<file path="src/swuv_pkg.sv">
package swuv_pkg;

	// Field widths of the byte and result words
	localparam int CHAR_W      = 8;
	localparam int STATUS_W    = 4;
	localparam int PORT_W      = 16;
	localparam int LEN_W       = 8;
	localparam int CFG_IDX_W   = 2;
	localparam int CFG_DATA_W  = 8;
	localparam int BYTE_CNT_W  = 9;
	localparam int PORT_ACC_W  = 17;
	localparam int OCTET_W     = 10;

	// Default longest DNS label
	localparam int LABEL_MAX_DEF = 63;

	// Configuration register indexes
	localparam logic [CFG_IDX_W-1:0] REG_MAX_URL  = 2'd0;
	localparam logic [CFG_IDX_W-1:0] REG_MAX_HOST = 2'd1;
	localparam logic [CFG_IDX_W-1:0] REG_MAX_PATH = 2'd2;

	// Register reset values
	localparam logic [CFG_DATA_W-1:0] MAX_URL_RST  = 8'd255;
	localparam logic [CFG_DATA_W-1:0] MAX_HOST_RST = 8'd253;
	localparam logic [CFG_DATA_W-1:0] MAX_PATH_RST = 8'd128;

	localparam logic [PORT_W-1:0]     DEFAULT_PORT = 16'd443;
	localparam logic [PORT_ACC_W-1:0] PORT_LIMIT   = 17'd65535;
	localparam logic [OCTET_W-1:0]    OCTET_LIMIT  = 10'd255;
	localparam logic [CHAR_W-1:0]     CTRL_TOP     = 8'h20;
	localparam logic [CHAR_W-1:0]     DEL_CHAR     = 8'h7F;

	// Fault flag bit positions
	localparam int FL_BADCHAR   = 0;
	localparam int FL_QUERY     = 1;
	localparam int FL_USERINFO  = 2;
	localparam int FL_BRACKET   = 3;
	localparam int FL_NOTDOTNUM = 4;
	localparam int FL_IPV4BAD   = 5;
	localparam int FL_NAMEBAD   = 6;
	localparam int FL_PATHBAD   = 7;

	typedef enum logic [1:0] {
		PH_SCHEME = 2'd0,
		PH_AUTH   = 2'd1,
		PH_PATH   = 2'd2
	} phase_t;

	typedef enum logic [STATUS_W-1:0] {
		ST_OK          = 4'd0,
		ST_EMPTY       = 4'd1,
		ST_TOO_LONG    = 4'd2,
		ST_BAD_CHAR    = 4'd3,
		ST_INSECURE    = 4'd4,
		ST_UNSUPPORTED = 4'd5,
		ST_QUERY       = 4'd6,
		ST_USERINFO    = 4'd7,
		ST_NO_PATH     = 4'd8,
		ST_BAD_HOST    = 4'd9,
		ST_BAD_PORT    = 4'd10,
		ST_BAD_PATH    = 4'd11
	} status_t;

	// Running parse state of one URL
	typedef struct packed {
		logic [BYTE_CNT_W-1:0] byte_count;
		logic [1:0]            scheme_kind;   // bit0 wss ruled out, bit1 ws ruled out
		phase_t                phase;
		logic [7:0]            flags;
		logic [1:0]            colon_count;
		logic [LEN_W-1:0]      host_count;
		logic [PORT_ACC_W-1:0] port_acc;
		logic [2:0]            port_digits;
		logic                  prev_dash;
		logic [OCTET_W-1:0]    octet_value;
		logic [1:0]            octet_digits;
		logic [2:0]            octet_count;
		logic [LEN_W-1:0]      path_count;
	} url_state_t;

	localparam url_state_t STATE_RST = '{
		byte_count:   '0,
		scheme_kind:  '0,
		phase:        PH_SCHEME,
		flags:        '0,
		colon_count:  '0,
		host_count:   '0,
		port_acc:     '0,
		port_digits:  '0,
		prev_dash:    1'b0,
		octet_value:  '0,
		octet_digits: '0,
		octet_count:  '0,
		path_count:   '0
	};

	typedef struct packed {
		logic [CFG_DATA_W-1:0] max_url;
		logic [CFG_DATA_W-1:0] max_host;
		logic [CFG_DATA_W-1:0] max_path;
	} cfg_regs_t;

	typedef struct packed {
		status_t          status;
		logic [PORT_W-1:0] port;
		logic             is_ipv4;
		logic [LEN_W-1:0] host_length;
		logic [LEN_W-1:0] path_length;
	} result_t;

	function automatic logic is_digit(input logic [CHAR_W-1:0] c);
		return (c >= 8'h30) && (c <= 8'h39);
	endfunction

	function automatic logic is_alnum(input logic [CHAR_W-1:0] c);
		return is_digit(c) || ((c >= 8'h61) && (c <= 8'h7A)) ||
			((c >= 8'h41) && (c <= 8'h5A));
	endfunction

	// Expected byte of "wss://" at a position
	function automatic logic [CHAR_W-1:0] wss_char(input logic [2:0] i);
		logic [CHAR_W-1:0] r;
		unique case (i)
			3'd0:    r = 8'h77;
			3'd1:    r = 8'h73;
			3'd2:    r = 8'h73;
			3'd3:    r = 8'h3A;
			3'd4:    r = 8'h2F;
			3'd5:    r = 8'h2F;
			default: r = 8'h00;
		endcase
		return r;
	endfunction

	// Expected byte of "ws://" at a position
	function automatic logic [CHAR_W-1:0] ws_char(input logic [2:0] i);
		logic [CHAR_W-1:0] r;
		unique case (i)
			3'd0:    r = 8'h77;
			3'd1:    r = 8'h73;
			3'd2:    r = 8'h3A;
			3'd3:    r = 8'h2F;
			3'd4:    r = 8'h2F;
			default: r = 8'h00;
		endcase
		return r;
	endfunction

endpackage

</file>
<file path="src/swuv_byte_if.sv">
interface swuv_byte_if;
	import swuv_pkg::*;

	logic              valid;
	logic              ready;
	logic [CHAR_W-1:0] char_code;
	logic              last;
	logic              no_data;

	modport source (output valid, output char_code, output last, output no_data, input ready);
	modport sink (input valid, input char_code, input last, input no_data, output ready);
endinterface

</file>
<file path="src/swuv_result_if.sv">
interface swuv_result_if;
	import swuv_pkg::*;

	logic                valid;
	logic                ready;
	logic [STATUS_W-1:0] status;
	logic [PORT_W-1:0]   port;
	logic                is_ipv4;
	logic [LEN_W-1:0]    host_length;
	logic [LEN_W-1:0]    path_length;

	modport source (output valid, output status, output port, output is_ipv4,
		output host_length, output path_length, input ready);
	modport sink (input valid, input status, input port, input is_ipv4,
		input host_length, input path_length, output ready);
endinterface

</file>
<file path="src/swuv_cfg_if.sv">
interface swuv_cfg_if;
	import swuv_pkg::*;

	logic                  valid;
	logic                  ready;
	logic [CFG_IDX_W-1:0]  index;
	logic [CFG_DATA_W-1:0] data;

	modport source (output valid, output index, output data, input ready);
	modport sink (input valid, input index, input data, output ready);
endinterface

</file>
<file path="src/swuv_classify.sv">
module swuv_classify (
	input  swuv_pkg::url_state_t st,
	input  logic                 label_zero,
	input  swuv_pkg::cfg_regs_t  regs,
	output swuv_pkg::result_t    res
);
	import swuv_pkg::*;

	status_t status;
	logic    wss_ok;
	logic    ws_ok;
	logic    host_bad;
	logic    port_bad;
	logic    ipv4;
	logic    ip_bad;
	logic    name_bad;

	// Pick the first failing check in priority order
	always_comb begin
		wss_ok   = (st.byte_count >= 9'd6) && !st.scheme_kind[0];
		ws_ok    = (st.byte_count >= 9'd5) && !st.scheme_kind[1];
		host_bad = (st.host_count == '0) || st.flags[FL_BRACKET] ||
			(st.colon_count >= 2'd2) || (st.host_count > regs.max_host);
		port_bad = (st.colon_count == 2'd1) &&
			((st.port_digits == 3'd0) || (st.port_digits > 3'd5) ||
			(st.port_acc == '0) || (st.port_acc > PORT_LIMIT));
		ipv4     = !st.flags[FL_NOTDOTNUM];
		ip_bad   = st.flags[FL_IPV4BAD] || (st.octet_digits == 2'd0) ||
			(st.octet_value > OCTET_LIMIT) || (st.octet_count != 3'd3);
		name_bad = st.flags[FL_NAMEBAD] || label_zero || st.prev_dash;

		priority if (st.byte_count == '0) begin
			status = ST_EMPTY;
		end else if (st.byte_count > {1'b0, regs.max_url}) begin
			status = ST_TOO_LONG;
		end else if (st.flags[FL_BADCHAR]) begin
			status = ST_BAD_CHAR;
		end else if (!wss_ok) begin
			status = ws_ok ? ST_INSECURE : ST_UNSUPPORTED;
		end else if (st.flags[FL_QUERY]) begin
			status = ST_QUERY;
		end else if (st.flags[FL_USERINFO]) begin
			status = ST_USERINFO;
		end else if (st.phase != PH_PATH) begin
			status = ST_NO_PATH;
		end else if (host_bad) begin
			status = ST_BAD_HOST;
		end else if (port_bad) begin
			status = ST_BAD_PORT;
		end else if (ipv4 ? ip_bad : name_bad) begin
			status = ST_BAD_HOST;
		end else if ((st.path_count > regs.max_path) || st.flags[FL_PATHBAD]) begin
			status = ST_BAD_PATH;
		end else begin
			status = ST_OK;
		end

		// Report details only for an accepted URL
		res.status = status;
		if (status == ST_OK) begin
			res.port        = (st.colon_count == 2'd1) ? st.port_acc[PORT_W-1:0] : DEFAULT_PORT;
			res.is_ipv4     = ipv4;
			res.host_length = st.host_count;
			res.path_length = st.path_count;
		end else begin
			res.port        = '0;
			res.is_ipv4     = 1'b0;
			res.host_length = '0;
			res.path_length = '0;
		end
	end
endmodule

</file>
<file path="src/secure_websocket_url_validator_top.sv">
// Secure WebSocket URL checker.
// chars: one URL byte per word (char_code), last marks the final word of a URL,
//   no_data with last ends the URL without adding a byte (alone it is ignored).
// verdict: one word per URL, issued for its last word: status, and when the
//   status is ok the port (443 if none given), the IPv4 mark and the host and
//   path lengths; those fields are zero for any other status.
// cfg: register writes (0 max URL length, 1 max host length, 2 max path
//   length), always ready; write only while no URL is in flight.
// Throughput: one byte per cycle unless a stalled verdict holds the input. Each byte
//   is held in an input register, then a single pass of flag and counter logic
//   updates the parse state and, on the last byte, loads the result register,
//   which offers the verdict.
// A stalled verdict holds in the result register; bytes keep flowing until a
//   further last word reaches the input register. That word waits there, with
//   chars ready low, until the verdict is taken.
// Reset clears the parse state and the pipeline and restores the register
//   defaults 255, 253 and 128.
module secure_websocket_url_validator_top #(
	parameter int LABEL_MAX = swuv_pkg::LABEL_MAX_DEF
) (
	input logic          clk,
	input logic          arst_n,
	swuv_byte_if.sink    chars,
	swuv_result_if.source verdict,
	swuv_cfg_if.sink     cfg
);
	import swuv_pkg::*;

	localparam int LBL_W = $clog2(LABEL_MAX + 1);

	// Input stage
	logic              valid_s1;
	logic [CHAR_W-1:0] char_s1;
	logic              last_s1;
	logic              no_data_s1;
	logic              proceed;

	// Parse state
	url_state_t        st_q;
	url_state_t        st_n;
	logic [LBL_W-1:0]  lbl_q;
	logic [LBL_W-1:0]  lbl_n;
	logic [CHAR_W-1:0] c;

	cfg_regs_t         regs_q;
	result_t           res_d;
	result_t           res_q;
	logic              res_valid_q;

	assign proceed     = valid_s1 && (!last_s1 || !res_valid_q || verdict.ready);
	assign chars.ready = !valid_s1 || proceed;
	assign cfg.ready   = 1'b1;

	// Load the input register
	always_ff @(posedge clk or negedge arst_n) begin
		if (!arst_n) begin
			valid_s1 <= 1'b0;
		end else if (chars.valid && chars.ready) begin
			valid_s1 <= 1'b1;
		end else if (proceed) begin
			valid_s1 <= 1'b0;
		end
	end

	always_ff @(posedge clk) begin
		if (chars.valid && chars.ready) begin
			char_s1    <= chars.char_code;
			last_s1    <= chars.last;
			no_data_s1 <= chars.no_data;
		end
	end

	// Write configuration registers; drop writes beyond the list
	always_ff @(posedge clk or negedge arst_n) begin
		if (!arst_n) begin
			regs_q.max_url  <= MAX_URL_RST;
			regs_q.max_host <= MAX_HOST_RST;
			regs_q.max_path <= MAX_PATH_RST;
		end else if (cfg.valid && cfg.ready) begin
			unique case (cfg.index)
				REG_MAX_URL:  regs_q.max_url  <= cfg.data;
				REG_MAX_HOST: regs_q.max_host <= cfg.data;
				REG_MAX_PATH: regs_q.max_path <= cfg.data;
				default: ;
			endcase
		end
	end

	// Advance the parse state by one byte
	always_comb begin
		st_n = st_q;
		lbl_n = lbl_q;
		c = char_s1;
		if (!no_data_s1) begin
			if (st_q.byte_count != '1) begin
				st_n.byte_count = st_q.byte_count + 1'b1;
			end
			if ((c <= CTRL_TOP) || (c >= DEL_CHAR)) begin
				st_n.flags[FL_BADCHAR] = 1'b1;
			end
			unique case (st_q.phase)
				PH_SCHEME: begin
					// Match against both schemes; enter the host after "wss://"
					if (st_q.byte_count < 9'd6) begin
						if (c != wss_char(st_q.byte_count[2:0])) begin
							st_n.scheme_kind[0] = 1'b1;
						end
						if ((st_q.byte_count < 9'd5) && (c != ws_char(st_q.byte_count[2:0]))) begin
							st_n.scheme_kind[1] = 1'b1;
						end
						if ((st_q.byte_count == 9'd5) && !st_n.scheme_kind[0]) begin
							st_n.phase = PH_AUTH;
						end
					end
				end
				PH_AUTH: begin
					if ((c == 8'h3F) || (c == 8'h23)) begin
						st_n.flags[FL_QUERY] = 1'b1;
					end
					if (c == 8'h2F) begin
						st_n.phase = PH_PATH;
						st_n.path_count = 8'd1;
					end else begin
						if (c == 8'h40) begin
							st_n.flags[FL_USERINFO] = 1'b1;
						end
						if (c == 8'h3A) begin
							if (st_q.colon_count != 2'd3) begin
								st_n.colon_count = st_q.colon_count + 1'b1;
							end
						end else if (st_q.colon_count == 2'd0) begin
							// Host byte
							if ((st_q.host_count == '0) && (c == 8'h5B)) begin
								st_n.flags[FL_BRACKET] = 1'b1;
							end
							if (st_q.host_count != '1) begin
								st_n.host_count = st_q.host_count + 1'b1;
							end
							if (!is_digit(c) && (c != 8'h2E)) begin
								st_n.flags[FL_NOTDOTNUM] = 1'b1;
							end
							// Dotted IPv4 tracking
							if (is_digit(c)) begin
								if (st_q.octet_digits == 2'd3) begin
									st_n.flags[FL_IPV4BAD] = 1'b1;
								end else begin
									st_n.octet_value = st_q.octet_value * 10'd10 +
										{6'd0, c[3:0]};
									st_n.octet_digits = st_q.octet_digits + 1'b1;
								end
							end else if (c == 8'h2E) begin
								if ((st_q.octet_digits == 2'd0) || (st_q.octet_value > OCTET_LIMIT)) begin
									st_n.flags[FL_IPV4BAD] = 1'b1;
								end
								if (st_q.octet_count != 3'd7) begin
									st_n.octet_count = st_q.octet_count + 1'b1;
								end
								st_n.octet_value = '0;
								st_n.octet_digits = '0;
							end
							// DNS label tracking
							if (c == 8'h2E) begin
								if ((lbl_q == '0) || st_q.prev_dash) begin
									st_n.flags[FL_NAMEBAD] = 1'b1;
								end
								lbl_n = '0;
							end else begin
								if (!is_alnum(c) && (c != 8'h2D)) begin
									st_n.flags[FL_NAMEBAD] = 1'b1;
								end
								if ((lbl_q == '0) && (c == 8'h2D)) begin
									st_n.flags[FL_NAMEBAD] = 1'b1;
								end
								if (lbl_q >= LBL_W'(LABEL_MAX)) begin
									st_n.flags[FL_NAMEBAD] = 1'b1;
								end else begin
									lbl_n = lbl_q + 1'b1;
								end
							end
							st_n.prev_dash = (c == 8'h2D);
						end else if (st_q.colon_count == 2'd1) begin
							// Port digits; anything else spoils the port
							if (is_digit(c) && (st_q.port_digits < 3'd5)) begin
								st_n.port_acc = st_q.port_acc * 17'd10 + {13'd0, c[3:0]};
								st_n.port_digits = st_q.port_digits + 1'b1;
							end else begin
								st_n.port_digits = 3'd7;
							end
						end
					end
				end
				PH_PATH: begin
					if ((c == 8'h3F) || (c == 8'h23)) begin
						st_n.flags[FL_QUERY] = 1'b1;
					end
					if (st_q.path_count != '1) begin
						st_n.path_count = st_q.path_count + 1'b1;
					end
					if (!is_alnum(c) && (c != 8'h2D) && (c != 8'h2E) && (c != 8'h5F) &&
						(c != 8'h7E) && (c != 8'h2F)) begin
						st_n.flags[FL_PATHBAD] = 1'b1;
					end
				end
				default: ;
			endcase
		end
	end

	swuv_classify u_classify (
		.st         (st_n),
		.label_zero (lbl_n == '0),
		.regs       (regs_q),
		.res        (res_d)
	);

	// Hold the parse state; clear it after the last byte
	always_ff @(posedge clk or negedge arst_n) begin
		if (!arst_n) begin
			st_q  <= STATE_RST;
			lbl_q <= '0;
		end else if (proceed) begin
			if (last_s1) begin
				st_q  <= STATE_RST;
				lbl_q <= '0;
			end else begin
				st_q  <= st_n;
				lbl_q <= lbl_n;
			end
		end
	end

	// Result register
	always_ff @(posedge clk or negedge arst_n) begin
		if (!arst_n) begin
			res_valid_q <= 1'b0;
		end else if (proceed && last_s1) begin
			res_valid_q <= 1'b1;
		end else if (verdict.ready) begin
			res_valid_q <= 1'b0;
		end
	end

	always_ff @(posedge clk) begin
		if (proceed && last_s1) begin
			res_q <= res_d;
		end
	end

	assign verdict.valid       = res_valid_q;
	assign verdict.status      = res_q.status;
	assign verdict.port        = res_q.port;
	assign verdict.is_ipv4     = res_q.is_ipv4;
	assign verdict.host_length = res_q.host_length;
	assign verdict.path_length = res_q.path_length;

	// Parse state is back at reset after a URL ends
	a_clear_after_last: assert property (@(posedge clk) disable iff (!arst_n)
		(proceed && last_s1) |=> (st_q == STATE_RST) && (lbl_q == '0))
		else $error("parse state not cleared after last byte");

	// A refused URL reports no details
	a_zero_on_fail: assert property (@(posedge clk) disable iff (!arst_n)
		(res_valid_q && (res_q.status != ST_OK)) |->
		((res_q.port == '0) && !res_q.is_ipv4 && (res_q.host_length == '0) &&
		(res_q.path_length == '0)))
		else $error("detail fields set on a refused URL");

	// An accepted URL has a host, a path and a nonzero port
	a_ok_details: assert property (@(posedge clk) disable iff (!arst_n)
		(res_valid_q && (res_q.status == ST_OK)) |->
		((res_q.port != '0) && (res_q.host_length != '0) && (res_q.path_length != '0)))
		else $error("accepted URL with empty host, path or port");

	// Input stalls only behind a last byte waiting on a full result register
	a_stall_cause: assert property (@(posedge clk) disable iff (!arst_n)
		!chars.ready |-> (valid_s1 && last_s1 && res_valid_q && !verdict.ready))
		else $error("byte input stalled without cause");

	// The result register stays loaded while the verdict is stalled
	a_result_held: assert property (@(posedge clk) disable iff (!arst_n)
		(res_valid_q && !verdict.ready) |=> (res_valid_q && $stable(res_q)))
		else $error("stalled verdict changed");
endmodule

</file>
<file path="src/flat_wrapper.sv">
// flat-port wrapper written by rule: the top's interface ports become plain ports
module secure_websocket_url_validator_top_flat import swuv_pkg::*;
#(
	parameter int LABEL_MAX = swuv_pkg::LABEL_MAX_DEF
)
  (clk, arst_n, chars_valid, chars_char_code, chars_last, chars_no_data, chars_ready, verdict_valid, verdict_status, verdict_port, verdict_is_ipv4, verdict_host_length, verdict_path_length, verdict_ready, cfg_valid, cfg_index, cfg_data, cfg_ready);
  swuv_byte_if chars_i ();
  swuv_result_if verdict_i ();
  swuv_cfg_if cfg_i ();
  input logic clk;
  input logic arst_n;
  input wire logic [$bits(chars_i.valid)-1:0] chars_valid;
  input wire logic [$bits(chars_i.char_code)-1:0] chars_char_code;
  input wire logic [$bits(chars_i.last)-1:0] chars_last;
  input wire logic [$bits(chars_i.no_data)-1:0] chars_no_data;
  output wire logic [$bits(chars_i.ready)-1:0] chars_ready;
  output wire logic [$bits(verdict_i.valid)-1:0] verdict_valid;
  output wire logic [$bits(verdict_i.status)-1:0] verdict_status;
  output wire logic [$bits(verdict_i.port)-1:0] verdict_port;
  output wire logic [$bits(verdict_i.is_ipv4)-1:0] verdict_is_ipv4;
  output wire logic [$bits(verdict_i.host_length)-1:0] verdict_host_length;
  output wire logic [$bits(verdict_i.path_length)-1:0] verdict_path_length;
  input wire logic [$bits(verdict_i.ready)-1:0] verdict_ready;
  input wire logic [$bits(cfg_i.valid)-1:0] cfg_valid;
  input wire logic [$bits(cfg_i.index)-1:0] cfg_index;
  input wire logic [$bits(cfg_i.data)-1:0] cfg_data;
  output wire logic [$bits(cfg_i.ready)-1:0] cfg_ready;
  assign chars_i.valid = chars_valid;
  assign chars_i.char_code = chars_char_code;
  assign chars_i.last = chars_last;
  assign chars_i.no_data = chars_no_data;
  assign chars_ready = chars_i.ready;
  assign verdict_valid = verdict_i.valid;
  assign verdict_status = verdict_i.status;
  assign verdict_port = verdict_i.port;
  assign verdict_is_ipv4 = verdict_i.is_ipv4;
  assign verdict_host_length = verdict_i.host_length;
  assign verdict_path_length = verdict_i.path_length;
  assign verdict_i.ready = verdict_ready;
  assign cfg_i.valid = cfg_valid;
  assign cfg_i.index = cfg_index;
  assign cfg_i.data = cfg_data;
  assign cfg_ready = cfg_i.ready;
  secure_websocket_url_validator_top #(.LABEL_MAX(LABEL_MAX)) u_core (.clk(clk), .arst_n(arst_n), .chars(chars_i), .verdict(verdict_i), .cfg(cfg_i));
endmodule
</file>
<file path="config.mk">
export PLATFORM = sky130hd
export DESIGN_NAME = secure_websocket_url_validator_top_flat
export DESIGN_NICKNAME = d
export VERILOG_FILES = /design/src/swuv_pkg.sv /design/src/swuv_byte_if.sv /design/src/swuv_result_if.sv /design/src/swuv_cfg_if.sv /design/src/swuv_classify.sv /design/src/secure_websocket_url_validator_top.sv /design/src/flat_wrapper.sv
export SDC_FILE = /design/constraint.sdc
export NUM_CORES = 1
export LEC_CHECK = 0
export BUFFER_PORTS_ARGS = -buffer_cell sky130_fd_sc_hd__clkbuf_2
export CORE_MARGIN = 3
export CORE_UTILIZATION = 42
export DETAILED_ROUTE_END_ITERATION = 16
export SLEW_MARGIN = 20
export SYNTH_ARGS = -nofsm -noshare
export SYNTH_HDL_FRONTEND = slang
export SYNTH_HIERARCHICAL = 1
export SYNTH_SLANG_ARGS = --single-unit
</file>
<file path="constraint.sdc">
create_clock -name clk -period 6.2 [get_ports clk]
set_clock_uncertainty 0.15 [all_clocks]
set_input_delay 1.24 -clock clk [delete_from_list [all_inputs] [get_ports clk]]
set_output_delay 1.24 -clock clk [all_outputs]
set_load 0.02 [all_outputs]
</file>
# [Word-level counts from Yosys, hierarchy flattened]
# Cells that the tools add are included.
[op_classes] eq_ne=35 magnitude_cmp=22 multipliers=2 n_reduce_logical=74 add_sub_neg=10 n_mux=88
[ops] op="75-bit 2-to-1 mux" count=2
[ops] op="46-bit 2-to-1 mux" count=2
[ops] op="8-bit 2-to-1 mux" count=10
[ops] op="4-bit 2-to-1 mux" count=14
[ops] op="7-bit one-hot mux with 4 select lines" count=2
[ops] op="8-bit by 6-bit equality test with 1-bit output (second input constant)" count=6
[ops] op="6-bit 2-to-1 mux" count=8
[ops] op="44-bit 2-to-1 mux" count=1
[ops] op="20-bit 2-to-1 mux" count=2
[ops] op="1-bit 2-to-1 mux" count=28
[ops] op="8-bit by 7-bit greater-or-equal comparator with 1-bit output (second input constant)" count=3
[ops] op="12-bit 2-to-1 mux" count=2
[ops] op="8-bit by 6-bit inequality test with 1-bit output (second input constant)" count=3
[ops] op="1-bit logical OR" count=21
[ops] op="10-bit by 8-bit > comparator with 1-bit output (second input constant)" count=2
[ops] op="1-bit logical AND" count=20
[ops] op="9-bit by 3-bit greater-or-equal comparator with 1-bit output (second input constant)" count=2
[ops] op="9-bit by 3-bit < comparator with 1-bit output (second input constant)" count=2
[ops] op="9-bit 2-to-1 mux" count=2
[ops] op="17-bit by 4-bit adder with 17-bit output" count=1
[ops] op="17-bit by 16-bit > comparator with 1-bit output (second input constant)" count=1
[ops] op="17-bit logical NOT" count=1
[ops] op="17-bit by 3-bit multiplier with 16-bit output (second input constant)" count=1
[ops] op="17-bit 2-to-1 mux" count=1
[ops] op="47 further kinds" count=94
[word_totals] elab_cells=259 reg_bits=154 in_bits=25

# [Depth between registers and ports, before layout]
[logic_depth] word_depth=34 mapped_depth=20 mapped_depth_nobuf=19

# [By module]
# The synthesis kept the hierarchy.
[by_module_without_submodules] module="secure_websocket_url_validator_top" area_each_um2=9454.1 seq_area_each_um2=4108.9 n_inst=1 cells_per_inst=942
[by_module_without_submodules] module="swuv_classify" area_each_um2=1282.5 seq_area_each_um2=0.0 n_inst=1 cells_per_inst=180

# [Worst setup path after synthesis]
# OpenSTA, ideal clock, no wires.
[synth_timing] kind="register to register" startpoint="register u_core/st_q[28] in the netlist's numbering" endpoint="register u_core.res_q (netlist bit u_core/verdict.port[10]), data pin" t_arrival_ns=4.265 required_time_ns=5.794 slack_ns=1.529 setup_ns=0.256 stages_incl_launch_ff=21 path_cell_list="dfrtp_1 ha_1 ha_1 inv_1 fa_1 nor2b_1 o22ai_1 xnor2_1 nand4_1 nor4_1 nand2_1 xor2_1 a21oi_1 nor4_1 and4_1 o21ai_0 o31ai_1 a311oi_2 a31oi_2 buf_6 and4_1"
[synth_rtl] element="from (decl)" line="secure_websocket_url_validator_top.sv:39" text="url_state_t st_q;"
[synth_rtl] element="from (signal assigned)" line="secure_websocket_url_validator_top.sv:226" text="st_q <= st_n;"
[synth_rtl] element="to (signal assigned)" line="secure_websocket_url_validator_top.sv:245" text="res_q <= res_d;"
[synth_rtl] element="to (decl)" line="secure_websocket_url_validator_top.sv:47" text="result_t res_q;"

==> flow_summary.yaml <==
cts:
  ctsHtreeMaxLevel: 4
  cts_tree: "built"
  clk_transition_reported_paths_ns: 0.07
  cts_buffers: 17
  clock_insertion_delay_worst_skew_ns: 0.43
  ctsHoldBuffers: 0
  root_buffer: "clkbuf_16"
  clk_path_buf_depth: 2
  post-cts-setup-buffer-count: 0
  cts_repair_resize_count: 0
  cts.sinks: 154
setup_path:
  regToRegSetupSlack_ns: 0.63
  critical_path_fanout_max: 33
  critical_path.endpoint_type: "register"
  startpoint_type: "register"
  timing.critical_path.required_ns: 6.24
  critical_path.max_stage_delay_ns: 0.55
  critPathArrivalTime_ns: 5.61
  cp_cell_sequence: "ha_1 -> ha_1 -> inv_1 -> fa_1 -> nor2b_1 -> o22ai_1 -> xnor2_1 -> nand4_1 -> nor4_1 -> nand2_1 -> xor2_1 -> a21oi_1 -> nor4_1 -> and4_1 -> o21ai_0 -> o31ai_1 -> a311oi_2 -> a31oi_4 -> and4_1"
  slowest_stage: "nor4_1"
  setup.worst_path.class: "reg2reg"
floorplan:
  die_width_um: 165.5
  initial_utilization: 0.4330
  placeableCoreArea_um2: 24680
  io_pins: 65
  fp.dieH_um: 165.5
  floorplan.rows: 57
  die_outline_area_um2: 27390
route:
  via_count: 8714
  ant_nets: 0
  post_drt_via_cell_ratio: 5.813
  wirelength_um: 26920
  drcViolationCount: 0
  first_iter_violations: 808
  first_pass_iters: 6
  route.detailed.wl_per_inst_um: 17.96
worst_hold_path:
  hold_path_class: "reg2reg"
placement:
  dp_hpwl_um: 19470
  placement.cell_area_um2: 11310
  port_buffers: 63
  globalplace.congestion: 0.8305
global_routing:
  grt_util_all_layers: 0.2035
  first_pass_grt_wire_length_um: 44470
  global_route.overflow_total: 0
  grt_pass1_vias: 8360
  grt_max_degree: 57
  grt_antenna_before_repair: 0
yosys:
  synth_area_um2: 10690
  netlist_instances: 1111
  number_of_nets_produced_by_synthesis: 1221
  post_synth.cell_area_avg_um2: 9.618
  ys.warnings.count: 6
timing:
  holdWs_ns: 0.3374
  slew_viol_final: 0
  timing.final.setup_violations: 0
  max_freq_mhz: 179.6
  setup_repair_after_global_routing_missed_its_margin: "no"
  period_utilisation_layout: 0.8982
  timing.max_slew.rel_slack: 0.3592
  period_needed_ns: 5.569
  final_hold_viol_count: 0
  tightestPinTransition_ns: 0.9613
  accumulated_negative_setup_slack_ns: 0
layout:
  flow.area_growth_from_synthesis_pct: 11.43
  design_area_um2: 11910
  layout-drive-gt1-share: 0.1685
  nets: 1272
  insertedDiodeCount: 0
power_and_ir_drop:
  power.leakage_uw: 0.005407
  power-per-cell-area_nw_per_um2: 220.6
  vdd.ir_drop.worst_uv: 187.5
flow_run:
  drv_cap: 0
status:
  outcome: "finished clean"
-- final cells by class --
type                    instances  area [um2]
flip-flops and latches        154        4109
well taps                     324       405.4
inverters                      54       202.7
repair buffers                 81       452.9
multi-input cells             854        6141
clock buffers                  18       439.2
clock inverters                14       156.4
fillers                      2355       12770
-- path summary, 6_finish.rpt --
path | from | to | cells past startpoint
max | u_core/st_q[28] | u_core/verdict.port[6] | 19
min | u_core/st_q[60] | u_core/st_q[60] | 1
max reg2reg | u_core/st_q[28] | u_core/verdict.port[6] | 19
min reg2reg | u_core/st_q[60] | u_core/st_q[60] | 1
max in group asynchronous | arst_n | u_core/st_q[61] | 2
min in group asynchronous | arst_n | u_core/regs_q[3] | 1
-- cell usage in the layout (no fill, tap or decap), types with 19 or more instances in the layout --
cell type  count
a21o_1        20
a21oi_1       58
a22o_1        39
and3_1        26
buf_4         19
clkbuf_2      62
dfrtp_1       91
edfxtp_1      47
ha_1          81
inv_1         53
mux2_2        36
nand2_1       87
nand3_1       34
nor2_1        72
nor2b_1       22
nor3_1        31
nor4_1        19
o21ai_0       62
xnor2_1       29
xor2_1        20
-- report_power, final --
| group | switching, uW | internal [uW] | total [uW] | leakage, uW |
|---|---|---|---|---|
| registers | 43.0 | 1120 | 1160 | 0.00187 |
| clock network | 478 | 583 | 1060 | 0.000287 |
| logic | 252 | 148 | 400 | 0.00325 |
-- critical path: cells and delay by family, from the launching register on --
kind | cells | cell delay, ns
AND/OR/NAND/NOR | 7 | 1.72
AO/OA/AOI/OAI | 6 | 1.61
adder cells (fa/ha/maj) | 3 | 0.87
XOR/XNOR | 2 | 0.46
flip-flops | 1 | 0.44
buffers and inverters | 1 | 0.05
-- layer usage --
layer | track usage | routed length, um
met1 | 0.3023 | 13520
met2 | 0.3090 | 11840
met3 | 0.03367 | 1320
met4 | 0.05066 | 245
met5 | 0 | 0
-- state kept, by name, summed over array words and instances (netlist names) --
signal	count
u_core/verdict.host_length	8
u_core/valid_s1	1
u_core/verdict.port	16
u_core/no_data_s1	1
u_core/verdict.is_ipv4	1
u_core/verdict.valid	1
u_core/lbl_q	6
u_core/last_s1	1
u_core/verdict.path_length	8
u_core/c	8
u_core/st_q	75
u_core/verdict.status	4
u_core/regs_q	24
-- metrics by stage --
stage	total power [uW]	setup slack (ns)	util	instances
after CTS	2649	0.5653	0.4824	1499
after floorplan	1458	1.529	-	1111
after global placement	1574	0.4557	0.4577	1467
after global routing	2750	0.1287	0.4825	1499
after detailed placement	1581	0.5899	0.4582	1467
final	2626	0.6310	0.4825	1499
No activity file was read; power rests on OpenSTA's default activity.
